[config.mk]
export PLATFORM = sky130hd
export DESIGN_NAME = window_min_max_average
export DESIGN_NICKNAME = d
export VERILOG_FILES = /design/src/sv/wmma_pkg.sv /design/src/sv/wmma_ram.sv /design/src/sv/wmma_ctrl.sv /design/src/sv/wmma_dp.sv /design/src/sv/window_min_max_average.sv
export SDC_FILE = /design/constraint.sdc
export NUM_CORES = 2
export LEC_CHECK = 0
export BUFFER_PORTS_ARGS = -buffer_cell sky130_fd_sc_hd__buf_2
export CORE_MARGIN = 2
export CORE_UTILIZATION = 63
export CTS_CLUSTER_SIZE = 20
export DETAILED_ROUTE_END_ITERATION = 10
export HOLD_SLACK_MARGIN = 0.06
export PLACE_DENSITY = 0.8
export SLEW_MARGIN = 0
export SYNTH_ARGS = -nofsm -noshare
export SYNTH_HDL_FRONTEND = slang
export SYNTH_SLANG_ARGS = --single-unit
[constraint.sdc]
create_clock -name clk_i -period 15.12 [get_ports clk_i]
set_input_delay 0.756 -clock clk_i [delete_from_list [all_inputs] [get_ports clk_i]]
set_output_delay 0.756 -clock clk_i [all_outputs]
set_load 0.005 [all_outputs]
[src/sv/wmma_pkg.sv]
package wmma_pkg;

  localparam int unsigned WINDOW_MAX_DEF = 64;
  localparam int unsigned SAMPLE_W       = 32;
  localparam int unsigned CNT_W          = 7;
  localparam int unsigned SUM_W          = SAMPLE_W + CNT_W;
  localparam logic [CNT_W-1:0] WS_RESET  = 7'd64;

  typedef enum logic [2:0] {
    ST_IDLE,
    ST_SCAN,
    ST_DRAIN,
    ST_DIVINIT,
    ST_DIV,
    ST_DONE
  } state_e;

  typedef struct packed {
    logic wr_en;
    logic scan_clr;
    logic scan_step;
    logic div_init;
    logic div_step;
    logic out_load;
  } cmd_t;

  typedef struct packed {
    logic scan_last;
    logic div_last;
    logic out_busy;
  } sts_t;

endpackage

[src/sv/wmma_ram.sv]
module wmma_ram #(
  parameter int unsigned WIDTH = 32,
  parameter int unsigned DEPTH = 64,
  parameter int unsigned AW    = (DEPTH > 1) ? $clog2(DEPTH) : 1
) (
  input  logic             clk_i,
  input  logic             we_i,
  input  logic [AW-1:0]    waddr_i,
  input  logic [WIDTH-1:0] wdata_i,
  input  logic [AW-1:0]    raddr_i,
  output logic [WIDTH-1:0] rdata_o
);

  logic [WIDTH-1:0] mem_q [DEPTH];
  logic [WIDTH-1:0] rdata_q;

  always_ff @(posedge clk_i) begin
    if (we_i) begin
      mem_q[waddr_i] <= wdata_i;
    end
    rdata_q <= mem_q[raddr_i];
  end

  assign rdata_o = rdata_q;

endmodule

[src/sv/wmma_ctrl.sv]
module wmma_ctrl (
  input  logic           clk_i,
  input  logic           rst_ni,
  input  logic           in_valid_i,
  output logic           in_stall_o,
  input  wmma_pkg::sts_t sts_i,
  output wmma_pkg::cmd_t cmd_o
);
  import wmma_pkg::*;

  state_e state_q, state_d;

  always_ff @(posedge clk_i or negedge rst_ni) begin
    if (!rst_ni) begin
      state_q <= ST_IDLE;
    end else begin
      state_q <= state_d;
    end
  end

  always_comb begin
    state_d    = state_q;
    cmd_o      = '0;
    in_stall_o = 1'b1;
    unique case (state_q)
      ST_IDLE: begin
        in_stall_o = 1'b0;
        if (in_valid_i) begin
          // The sample goes into the window and the scan is armed at once.
          cmd_o.wr_en    = 1'b1;
          cmd_o.scan_clr = 1'b1;
          state_d        = ST_SCAN;
        end
      end
      ST_SCAN: begin
        cmd_o.scan_step = 1'b1;
        if (sts_i.scan_last) begin
          state_d = ST_DRAIN;
        end
      end
      ST_DRAIN: begin
        // The last read returns here and is folded into the accumulators.
        state_d = ST_DIVINIT;
      end
      ST_DIVINIT: begin
        cmd_o.div_init = 1'b1;
        state_d        = ST_DIV;
      end
      ST_DIV: begin
        cmd_o.div_step = 1'b1;
        if (sts_i.div_last) begin
          state_d = ST_DONE;
        end
      end
      ST_DONE: begin
        if (!sts_i.out_busy) begin
          cmd_o.out_load = 1'b1;
          state_d        = ST_IDLE;
        end
      end
      default: begin
        state_d = ST_IDLE;
      end
    endcase
  end

endmodule

[src/sv/wmma_dp.sv]
module wmma_dp #(
  parameter int unsigned WINDOW_MAX = wmma_pkg::WINDOW_MAX_DEF
) (
  input  logic                           clk_i,
  input  logic                           rst_ni,
  input  logic                           cfg_we_i,
  input  logic [wmma_pkg::CNT_W-1:0]     cfg_wdata_i,
  input  logic [wmma_pkg::SAMPLE_W-1:0]  sample_i,
  input  logic                           out_stall_i,
  output logic                           out_valid_o,
  output logic [wmma_pkg::SAMPLE_W-1:0]  minimum_o,
  output logic [wmma_pkg::SAMPLE_W-1:0]  maximum_o,
  output logic [wmma_pkg::SAMPLE_W-1:0]  average_o,
  output logic [wmma_pkg::CNT_W-1:0]     valid_count_o,
  input  wmma_pkg::cmd_t                 cmd_i,
  output wmma_pkg::sts_t                 sts_o
);
  import wmma_pkg::*;

  // The window size register is 7 bits, so no more than 127 entries are ever used.
  localparam int unsigned DEPTH   = (WINDOW_MAX < 127) ? WINDOW_MAX : 127;
  localparam int unsigned AW      = (DEPTH > 1) ? $clog2(DEPTH) : 1;
  localparam int unsigned DCW     = $clog2(SUM_W);
  localparam logic [CNT_W-1:0] DEPTH_C = CNT_W'(DEPTH);

  logic [CNT_W-1:0]    ws_q;
  logic [CNT_W-1:0]    eff_n;
  logic [CNT_W-1:0]    n_m1;
  logic [AW-1:0]       widx_q;
  logic [DEPTH-1:0]    vld_q;
  logic [AW-1:0]       scan_addr_q;
  logic                rd_pend_q;
  logic                rd_vld_q;
  logic [SAMPLE_W-1:0] rdata;
  logic                acc_en;
  logic [SAMPLE_W-1:0] mn_q;
  logic [SAMPLE_W-1:0] mx_q;
  logic [SUM_W-1:0]    sum_q;
  logic [CNT_W-1:0]    cnt_q;
  logic [CNT_W:0]      rem_q;
  logic [SUM_W-1:0]    quo_q;
  logic [DCW-1:0]      dcnt_q;
  logic [CNT_W:0]      trial;
  logic                ge;
  logic                out_valid_q;
  logic [SAMPLE_W-1:0] min_q, max_q, avg_q;
  logic [CNT_W-1:0]    vcnt_q;

  always_comb begin
    if (ws_q == '0) begin
      eff_n = CNT_W'(1);
    end else if (ws_q > DEPTH_C) begin
      eff_n = DEPTH_C;
    end else begin
      eff_n = ws_q;
    end
  end
  assign n_m1 = eff_n - CNT_W'(1);

  // Configuration, write index and per-entry valid bits.
  always_ff @(posedge clk_i or negedge rst_ni) begin
    if (!rst_ni) begin
      ws_q   <= WS_RESET;
      widx_q <= '0;
      vld_q  <= '0;
    end else if (cfg_we_i) begin
      ws_q   <= cfg_wdata_i;
      widx_q <= '0;
      vld_q  <= '0;
    end else if (cmd_i.wr_en) begin
      vld_q[widx_q] <= 1'b1;
      if (CNT_W'(widx_q) == n_m1) begin
        widx_q <= '0;
      end else begin
        widx_q <= widx_q + AW'(1);
      end
    end
  end

  wmma_ram #(
    .WIDTH (SAMPLE_W),
    .DEPTH (DEPTH),
    .AW    (AW)
  ) u_ram (
    .clk_i   (clk_i),
    .we_i    (cmd_i.wr_en),
    .waddr_i (widx_q),
    .wdata_i (sample_i),
    .raddr_i (scan_addr_q),
    .rdata_o (rdata)
  );

  // An entry never written since the last clear, or one that holds zero, reads as empty.
  assign acc_en = rd_pend_q && rd_vld_q && (rdata != '0);

  always_ff @(posedge clk_i or negedge rst_ni) begin
    if (!rst_ni) begin
      rd_pend_q <= 1'b0;
    end else begin
      rd_pend_q <= cmd_i.scan_step;
    end
  end

  always_ff @(posedge clk_i) begin
    rd_vld_q <= vld_q[scan_addr_q];
    if (cmd_i.scan_clr) begin
      scan_addr_q <= '0;
      mn_q        <= '1;
      mx_q        <= '0;
      sum_q       <= '0;
      cnt_q       <= '0;
    end else begin
      if (cmd_i.scan_step) begin
        scan_addr_q <= scan_addr_q + AW'(1);
      end
      if (acc_en) begin
        if (rdata < mn_q) begin
          mn_q <= rdata;
        end
        if (rdata > mx_q) begin
          mx_q <= rdata;
        end
        sum_q <= sum_q + SUM_W'(rdata);
        cnt_q <= cnt_q + CNT_W'(1);
      end
    end
  end

  // Restoring divider, one quotient bit per cycle.
  assign trial = {rem_q[CNT_W-1:0], quo_q[SUM_W-1]};
  assign ge    = trial >= {1'b0, cnt_q};

  always_ff @(posedge clk_i) begin
    if (cmd_i.div_init) begin
      rem_q  <= '0;
      quo_q  <= sum_q;
      dcnt_q <= DCW'(SUM_W - 1);
    end else if (cmd_i.div_step) begin
      rem_q  <= ge ? (trial - {1'b0, cnt_q}) : trial;
      quo_q  <= {quo_q[SUM_W-2:0], ge};
      dcnt_q <= dcnt_q - DCW'(1);
    end
  end

  // Output register.
  always_ff @(posedge clk_i or negedge rst_ni) begin
    if (!rst_ni) begin
      out_valid_q <= 1'b0;
    end else if (cmd_i.out_load) begin
      out_valid_q <= 1'b1;
    end else if (!out_stall_i) begin
      out_valid_q <= 1'b0;
    end
  end

  always_ff @(posedge clk_i) begin
    if (cmd_i.out_load) begin
      min_q  <= (cnt_q == '0) ? '0 : mn_q;
      max_q  <= mx_q;
      avg_q  <= (cnt_q == '0) ? '0 : quo_q[SAMPLE_W-1:0];
      vcnt_q <= cnt_q;
    end
  end

  assign sts_o.scan_last = (CNT_W'(scan_addr_q) == n_m1);
  assign sts_o.div_last  = (dcnt_q == '0);
  assign sts_o.out_busy  = out_valid_q && out_stall_i;

  assign out_valid_o   = out_valid_q;
  assign minimum_o     = min_q;
  assign maximum_o     = max_q;
  assign average_o     = avg_q;
  assign valid_count_o = vcnt_q;

endmodule

[src/sv/window_min_max_average.sv]
// An accepted sample is written into the window, then the window is scanned, drained,
// divided and loaded into the output register. The scan covers the effective window size
// (1 to 64), one RAM read per cycle, then a 39-step serial divider; input stalls meanwhile.
// The output register holds one result, so the next sample is taken while it waits.
// Reset (asynchronous, active low) sets the window size to 64 and marks every entry empty.
module window_min_max_average #(
  parameter int unsigned WINDOW_MAX = wmma_pkg::WINDOW_MAX_DEF
) (
  input  logic                          clk_i,
  input  logic                          rst_ni,
  input  logic                          cfg_we_i,
  input  logic [wmma_pkg::CNT_W-1:0]    cfg_wdata_i,
  input  logic                          in_valid_i,
  output logic                          in_stall_o,
  input  logic [wmma_pkg::SAMPLE_W-1:0] sample_i,
  output logic                          out_valid_o,
  input  logic                          out_stall_i,
  output logic [wmma_pkg::SAMPLE_W-1:0] minimum_o,
  output logic [wmma_pkg::SAMPLE_W-1:0] maximum_o,
  output logic [wmma_pkg::SAMPLE_W-1:0] average_o,
  output logic [wmma_pkg::CNT_W-1:0]    valid_count_o
);
  import wmma_pkg::*;

  cmd_t cmd;
  sts_t sts;

  wmma_ctrl u_ctrl (
    .clk_i      (clk_i),
    .rst_ni     (rst_ni),
    .in_valid_i (in_valid_i),
    .in_stall_o (in_stall_o),
    .sts_i      (sts),
    .cmd_o      (cmd)
  );

  wmma_dp #(
    .WINDOW_MAX (WINDOW_MAX)
  ) u_dp (
    .clk_i         (clk_i),
    .rst_ni        (rst_ni),
    .cfg_we_i      (cfg_we_i),
    .cfg_wdata_i   (cfg_wdata_i),
    .sample_i      (sample_i),
    .out_stall_i   (out_stall_i),
    .out_valid_o   (out_valid_o),
    .minimum_o     (minimum_o),
    .maximum_o     (maximum_o),
    .average_o     (average_o),
    .valid_count_o (valid_count_o),
    .cmd_i         (cmd),
    .sts_o         (sts)
  );

endmodule

# Word-level counts from Yosys, hierarchy flattened
# Memories as Yosys holds them, arrays and structs flattened. A register that Yosys moved wholly into a read port is not among the register bits.
# Index checks and enable logic that the tools add are counted.
[totals]
ff_bits = 354
ramBits = 2048
inputBits = 44
output_inout_bits = 105
wordCells = 92
n_memories = 1
[op_classes]
n_addsub = 7
order_cmp = 7
eq_ne = 12
n_mux = 31
bitwise_logic = 1
reduce_logical = 14
[mem_list]
columns = ["name", "depth", "word_bits", "read_ports", "rd_clocked_by_memory_dff", "write_ports", "line", "source"]
rows = [
  ["u_dp.u_ram.mem_q", 64, 32, 1, 1, 1, "wmma_ram.sv:14", "logic [WIDTH-1:0] mem_q [DEPTH];"],
]
[ops]
columns = ["cell", "count"]
rows = [
  ["$mux 64", 2],
  ["$mux 39", 2],
  ["$or 64x64->64", 1],
  ["$add 39x32->39", 1],
  ["$gt 32x32->1", 1],
  ["$lt 32x32->1", 1],
  ["$reduce_bool 32->1", 1],
  ["$mux 7", 3],
  ["$mux 6", 3],
  ["$pmux 3 s6", 1],
  ["$eq 6x7->1", 2],
  ["$logic_not 7->1", 2],
  ["$lt 6x7->1 const B", 2],
  ["$add 6x1->6 const B", 2],
  ["$mux 1", 12],
  ["$mux 3", 4],
  ["$ge 8x7->1", 1],
  ["$ne 2x2->1 const B", 4],
  ["$add 7x1->7 const B", 1],
  ["$gt 7x7->1 const B", 1],
  ["$sub 7x1->7 const B", 1],
  ["$sub 7x7->7", 1],
  ["$bmux 1 s6", 1],
  ["$demux 1 s6", 1],
  ["13 further kinds", 21],
]

# Longest topological paths before layout
[logic_depth]
depth_word = 8
depth_mapped = 14
ltp_nobuf = 14

# Cells and area by module
# From an unflattened synthesis, not the netlist that was laid out.
[unflattened]
cells_unflattened = 4984
hier_area_um2 = 96087.2
[by_module_without_submodules]
columns = ["mod", "n_inst", "cells_per_inst", "area_per_inst_um2", "seq_area_each_um2"]
rows = [
  ["wmma_ram", 1, 3324, 78515.3, 62139.6],
  ["wmma_dp", 1, 1632, 17360.4, 8844.7],
  ["wmma_ctrl", 1, 28, 211.5, 75.1],
]

# Least setup slack after synthesis
# No wires, ideal clock.
[synth_timing]
kind = "input to register"
start = "input port out_stall_i"
end = "register u_dp.avg_q[0] (netlist: u_dp.average_o[0]) (enable)"
setup_time_ps = 598
arrival_ps = 5746
required_ps = 14522
slack_ps = 8775
cell_stages = 1
n_path_buf = 0
cell_sequence = "a21oi_1"
[synth_between]
elab_chain_cells = 3
[synth_rtl]
columns = ["element", "line", "source"]
rows = [
  ["from (decl)", "window_min_max_average.sv:17", "input logic out_stall_i,"],
  ["$logic_and 1x1->1", "wmma_dp.sv:167", "assign sts_o.out_busy = out_valid_q && out_stall_i;"],
  ["$mux 1", "wmma_ctrl.sv:56", "if (!sts_i.out_busy) begin"],
  ["$mux 1", "wmma_ctrl.sv:25", "unique case (state_q)"],
  ["to (signal assigned)", "wmma_dp.sv:160", "avg_q <= (cnt_q == '0) ? '0 : quo_q[SAMPLE_W-1:0];"],
  ["to (decl)", "wmma_dp.sv:46", "logic [SAMPLE_W-1:0] min_q, max_q, avg_q;"],
]
# Every way passes these cells.
# A chain may end at the register's enable or synchronous reset.

==> qor_table.md <==
| Stage | Result | Value |
|:---|:---|:---|
| layout | Highest-count cells in the layout ignoring fill and taps | sky130_fd_sc_hd__edfxtp_1, sky130_fd_sc_hd__mux4_2, sky130_fd_sc_hd__clkbuf_16 |
| placed design | Worst slack, placed | 9.737 ns |
| min path | Hold Crit Class | in2reg |
| worst setup path | Setup crit start kind | register |
| worst setup path | Data required time of the worst path | 15.86 ns |
| route | Total DRC errors in the routed layout | 0 |
| layout | Number of nets in the layout | 5,127 |
| route | Count of nets left with antenna violations after detail routing | 0 |
| sta | Final number of hold-violating endpoints | 0 |
| worst setup path | Arr. time, crit path | 6.13 ns |
| die | Die span in y | 394.1 um |
| worst setup path | Highest fanout seen on the critical path | 112 |
| route | Via density | 7.205 |
| route | DRC violation total after the first TritonRoute iteration | 8,062 |
| cts | Worst skew pair latency | 0.87 ns |
| pwr | Switching part of the total power | 24.58% |
| min path | Worst Hold Depth | 2 |
| worst setup path | CP Cell Sequence | buf_4 > buf_12 > buf_4 > mux4_2 > mux4_2 > mux4_2 |
| cts | Clk sink count | 2,434 |
| worst setup path | Category of the worst setup path capture point | register |
| die | Total Die Area | 155,300 sq um |
| cts | Clock-pin transition on the worst setup and hold timing paths | 0.07 ns |
| pwr | Logic pwr share | 12.2% |
| cts | Buffers from clock root to sink, at most | 3 |
| logic synthesis | Unique cell type count in the Yosys netlist | 71 |
| global route | Via count of the first global-routing pass | 51,821 |
| logic synthesis | Mapped Avg Cell Area | 20.23 sq um |
| global route | Initial antenna violation count | 28 |
| cts | Setup repair bufs after CTS | 0 |
| pwr | Power Internal | 0.01150 W |
| run status | Status | completed |
| logic synthesis | Total of flip-flops plus latches after synthesis | 2,434 |
| route | Pre-antenna DRT Iters | 7 |
| route | Routed wire length per instance | 36.59 um |
| pwr | Power spent charging and discharging nets | 0.003747 W |
| sta | Max-slew violation count | 0 |
| cts | Clock root cell | sky130_fd_sc_hd__clkbuf_16 |
| die | I/O pin cnt | 149 |
| die | Placement row count | 143 |
| sta | Unrepaired setup endpoints after global routing | no |
| worst setup path | Critical register-to-register path startpoint | u_dp.scan_addr_q[0] |
| route | Vias after detailed routing | 51,928 |
| die | Effective utilization at floorplan | 63.25% |
| logic synthesis | Share of synthesized flip-flops with an asynchronous set or reset | 3.369% |
| sta | Setup skew after layout | 0.05535 ns |
| worst setup path | Cell with the largest stage delay on the worst path | sky130_fd_sc_hd__buf_4 |
| logic synthesis | Net count after synthesis | 4,892 |
| sta | Slew at the pin closest to its max-slew limit | 1.269 ns |
| placed design | DPL Wire Length | 132.3 mm |
| logic synthesis | Sequential fraction of the synthesis area | 74.14% |
| logic synthesis | Synth Flop Type | sky130_fd_sc_hd__edfxtp_1 |
| global route | Overall Global Routing Usage | 34.36% |
| placed design | Final RePlAce weighted congestion | 0.8513 |
| sta | Worst relative slew slack | 15.38% |
| global route | First-pass GRT wire length | 377.9 mm |
| min path | Endpoint, Worst Hold | u_dp.ws_q[3] |
| worst setup path | Cell family contributing the most delay on the critical path | buffers and inverters |
| route | Aggregate routed wire length | 263.7 mm |
| global route | Residual overflow from global routing | 0 |
| pwr | Share of power burned in the clock network | 38.0% |
| sta | Final sum of negative setup slack | 0 ns |
| layout | Most frequent standard cell in the layout excluding fill and tap cells | sky130_fd_sc_hd__edfxtp_1 |
| die | Horizontal extent of the die | 394.1 um |
| sta | Clock period minus final worst setup slack | 5.391 ns |
| sta | Max Clk Rate | 185.5 MHz |
| cts | Number of H-tree branching levels | 4 |
| pwr | Highest ir drop seen on vdd | 0.1080 mV |
| worst setup path | Kind of critical path | reg2reg |
| worst setup path | Worst r2r dst | u_dp.u_ram.rdata_o[27] |
| pwr | P_leak | 35.27 nW |
| worst setup path | Cell type with the highest occurrence count on the critical path | sky130_fd_sc_hd__mux4_2 |
| logic synthesis | Count of flip-flops with a built-in enable after synthesis | 2,190 |
| min path | Min-delay src | cfg_wdata_i[3] |
| sta | Min setup slack post-route | 9.729 ns |
| logic synthesis | Total of warnings raised by yosys | 0 |
| sta | Final setup fails | 0 |
| worst setup path | Critical Path Source | u_dp.scan_addr_q[0] |
| global route | Maximum number of pins on one net before global-route repair | 162 |
| worst setup path | Delay contributed by the slowest stage of the critical path | 0.86 ns |
| placed design | Count of port buffers added during placement | 148 |
| pwr | Power share of the sequential group | 49.8% |
| die | Core ar. | 151,500 sq um |
| logic synthesis | Cells after Synth | 4,737 |
| worst setup path | Sum of buffers and inverters on the critical path | 3 |
| worst setup path | Setup slack on the worst flop-to-flop path | 9.73 ns |
| layout | Area Overhead vs Synth | 11.60% |
| worst setup path | Path depth of the worst reg2reg path | 6 |
| logic synthesis | Post-synthesis instance area | 95,850 sq um |
| cts | Inserted Clock Buffers | 220 |
| pwr | Power density normalized to cell area | 142.5 nW/um^2 |
| flow run | Max-cap violations | 0 |
| layout | Fraction of layout instances using a drive strength above 1 | 27.08% |
| sta | Period utilisation layout | 35.65% |
| cts | CTS tree | built |
[stage by stage]
stage                     hold slack (ns)  total power, W  cell area, sq um  instances  utilization (%)
after global placement             0.4416        0.009439             99490       6779            65.65
after floorplan                    0.4257        0.008877             95850       4737                -
final                              0.1325         0.01525            107000       7207            70.59
after CTS                         0.09227         0.01524            106900       7197            70.57
after detailed placement           0.4473        0.009492             99490       6779            65.65
after global routing               0.1150         0.01559            107000       7202            70.58
[cells by family after synthesis]
kind of cell	after synthesis	share of synthesized area [%]
AO/OA/AOI/OAI	327	2.190
flip-flops	2434	74.14
AND/OR/NAND/NOR	742	3.506
buffers and inverters	331	1.436
adder cells (fa/ha/maj)	111	1.465
multiplexers	745	16.84
XOR/XNOR	47	0.4295
[synth_stat cells, types with 4 or more instances]
| master | instances | area (sq um) |
|---|---|---|
| sky130_fd_sc_hd__mux2i_1 | 43 | 430.4 |
| sky130_fd_sc_hd__nand3_1 | 88 | 440.4 |
| sky130_fd_sc_hd__nor3_1 | 17 | 85.08 |
| sky130_fd_sc_hd__nor2b_1 | 7 | 43.79 |
| sky130_fd_sc_hd__o21ai_0 | 79 | 395.4 |
| sky130_fd_sc_hd__nand2b_1 | 19 | 118.9 |
| sky130_fd_sc_hd__nor4b_1 | 4 | 35.03 |
| sky130_fd_sc_hd__nor4_1 | 15 | 93.84 |
| sky130_fd_sc_hd__a22oi_1 | 5 | 37.54 |
| sky130_fd_sc_hd__nand2_1 | 209 | 784.5 |
| sky130_fd_sc_hd__dfxtp_1 | 162 | 3243 |
| sky130_fd_sc_hd__nand4_1 | 26 | 162.7 |
| sky130_fd_sc_hd__nand3b_1 | 8 | 60.06 |
| sky130_fd_sc_hd__o211a_1 | 7 | 70.07 |
| sky130_fd_sc_hd__edfxtp_1 | 2190 | 65760 |
| sky130_fd_sc_hd__dfrtp_1 | 81 | 2027 |
| sky130_fd_sc_hd__or2_2 | 5 | 31.28 |
| sky130_fd_sc_hd__a21o_1 | 36 | 270.3 |
| sky130_fd_sc_hd__clkbuf_1 | 157 | 589.3 |
| sky130_fd_sc_hd__a21oi_1 | 76 | 380.4 |
| sky130_fd_sc_hd__or3_1 | 9 | 56.30 |
| sky130_fd_sc_hd__buf_2 | 56 | 280.3 |
| sky130_fd_sc_hd__o211ai_1 | 11 | 82.58 |
| sky130_fd_sc_hd__inv_1 | 86 | 322.8 |
| sky130_fd_sc_hd__xor2_1 | 24 | 210.2 |
| sky130_fd_sc_hd__o21ba_2 | 11 | 110.1 |
| sky130_fd_sc_hd__nor2_1 | 268 | 1006 |
| sky130_fd_sc_hd__a211oi_1 | 9 | 67.56 |
| sky130_fd_sc_hd__ha_1 | 109 | 1364 |
| sky130_fd_sc_hd__a31oi_1 | 40 | 250.2 |
| sky130_fd_sc_hd__xnor2_1 | 23 | 201.4 |
| sky130_fd_sc_hd__o21ai_1 | 8 | 40.04 |
| sky130_fd_sc_hd__buf_1 | 22 | 82.58 |
| sky130_fd_sc_hd__buf_6 | 8 | 90.09 |
| sky130_fd_sc_hd__and3_1 | 13 | 81.33 |
| sky130_fd_sc_hd__mux2_2 | 9 | 101.4 |
| sky130_fd_sc_hd__o21a_1 | 7 | 52.55 |
| sky130_fd_sc_hd__mux4_2 | 693 | 15610 |
| sky130_fd_sc_hd__and2_1 | 42 | 262.8 |
[worst max-delay path by stage]
stage | end | cells past startpoint
3_3_place_gp | u_dp.u_ram.rdata_o[4] | 6
4_1_cts | u_dp.u_ram.rdata_o[27] | 6
2_1_floorplan | u_dp.average_o[0] | 1
6_report | u_dp.u_ram.rdata_o[27] | 6
5_1_grt | u_dp.u_ram.rdata_o[4] | 6
3_5_place_dp | u_dp.u_ram.rdata_o[23] | 6
[registers in the layout, summed over array words and instances, names as in the netlist, 7 cells and up]
name and flops:
u_dp.average_o 32, u_dp.cnt_q 7, u_dp.maximum_o 32, u_dp.minimum_o 32, u_dp.mn_q 32, u_dp.mx_q 32, u_dp.quo_q 39, u_dp.rem_q 7
u_dp.sum_q 39, u_dp.u_ram.mem_q 2048, u_dp.u_ram.rdata_o 32, u_dp.valid_count_o 7, u_dp.vld_q 64, u_dp.ws_q 7
[power by group through the flow]
stage	registers [W]	clock network, W	logic [W]
after CTS	0.00758	0.00583	0.00184
after detailed placement	0.00772	0	0.00177
after global placement	0.00772	0	0.00172
after floorplan	0.00758	0	0.00130
after global routing	0.00758	0.00606	0.00195
final	0.00759	0.00580	0.00186
[area by class of cell]
cell class	instances	area [sq um]
clock inverter	114	1234
tap	2030	2540
antenna	10	25.02
clock buffer	303	6211
sequential	2434	71080
timing repair buffer	257	1614
inverter	87	326.6
fill	8170	44580
multi-input combinational	1972	23940
[per-layer routing]
metal  vias to the layer above  global-route usage (%)  part of all wire [%]
li1                      19812                       -                     -
met1                     26559                   44.17                    33
met2                      4551                   54.61                    49
met3                       990                   9.739                    13
met4                        16                   17.00                   5.8
met5                         -                       0                 0.034
[repair_timing]
item                      4_1_cts  5_1_grt
hold buffers                    1        0
hold endpoints to repair       25        0
resized for setup               0        0
No activity file was read; power rests on OpenSTA's default activity.
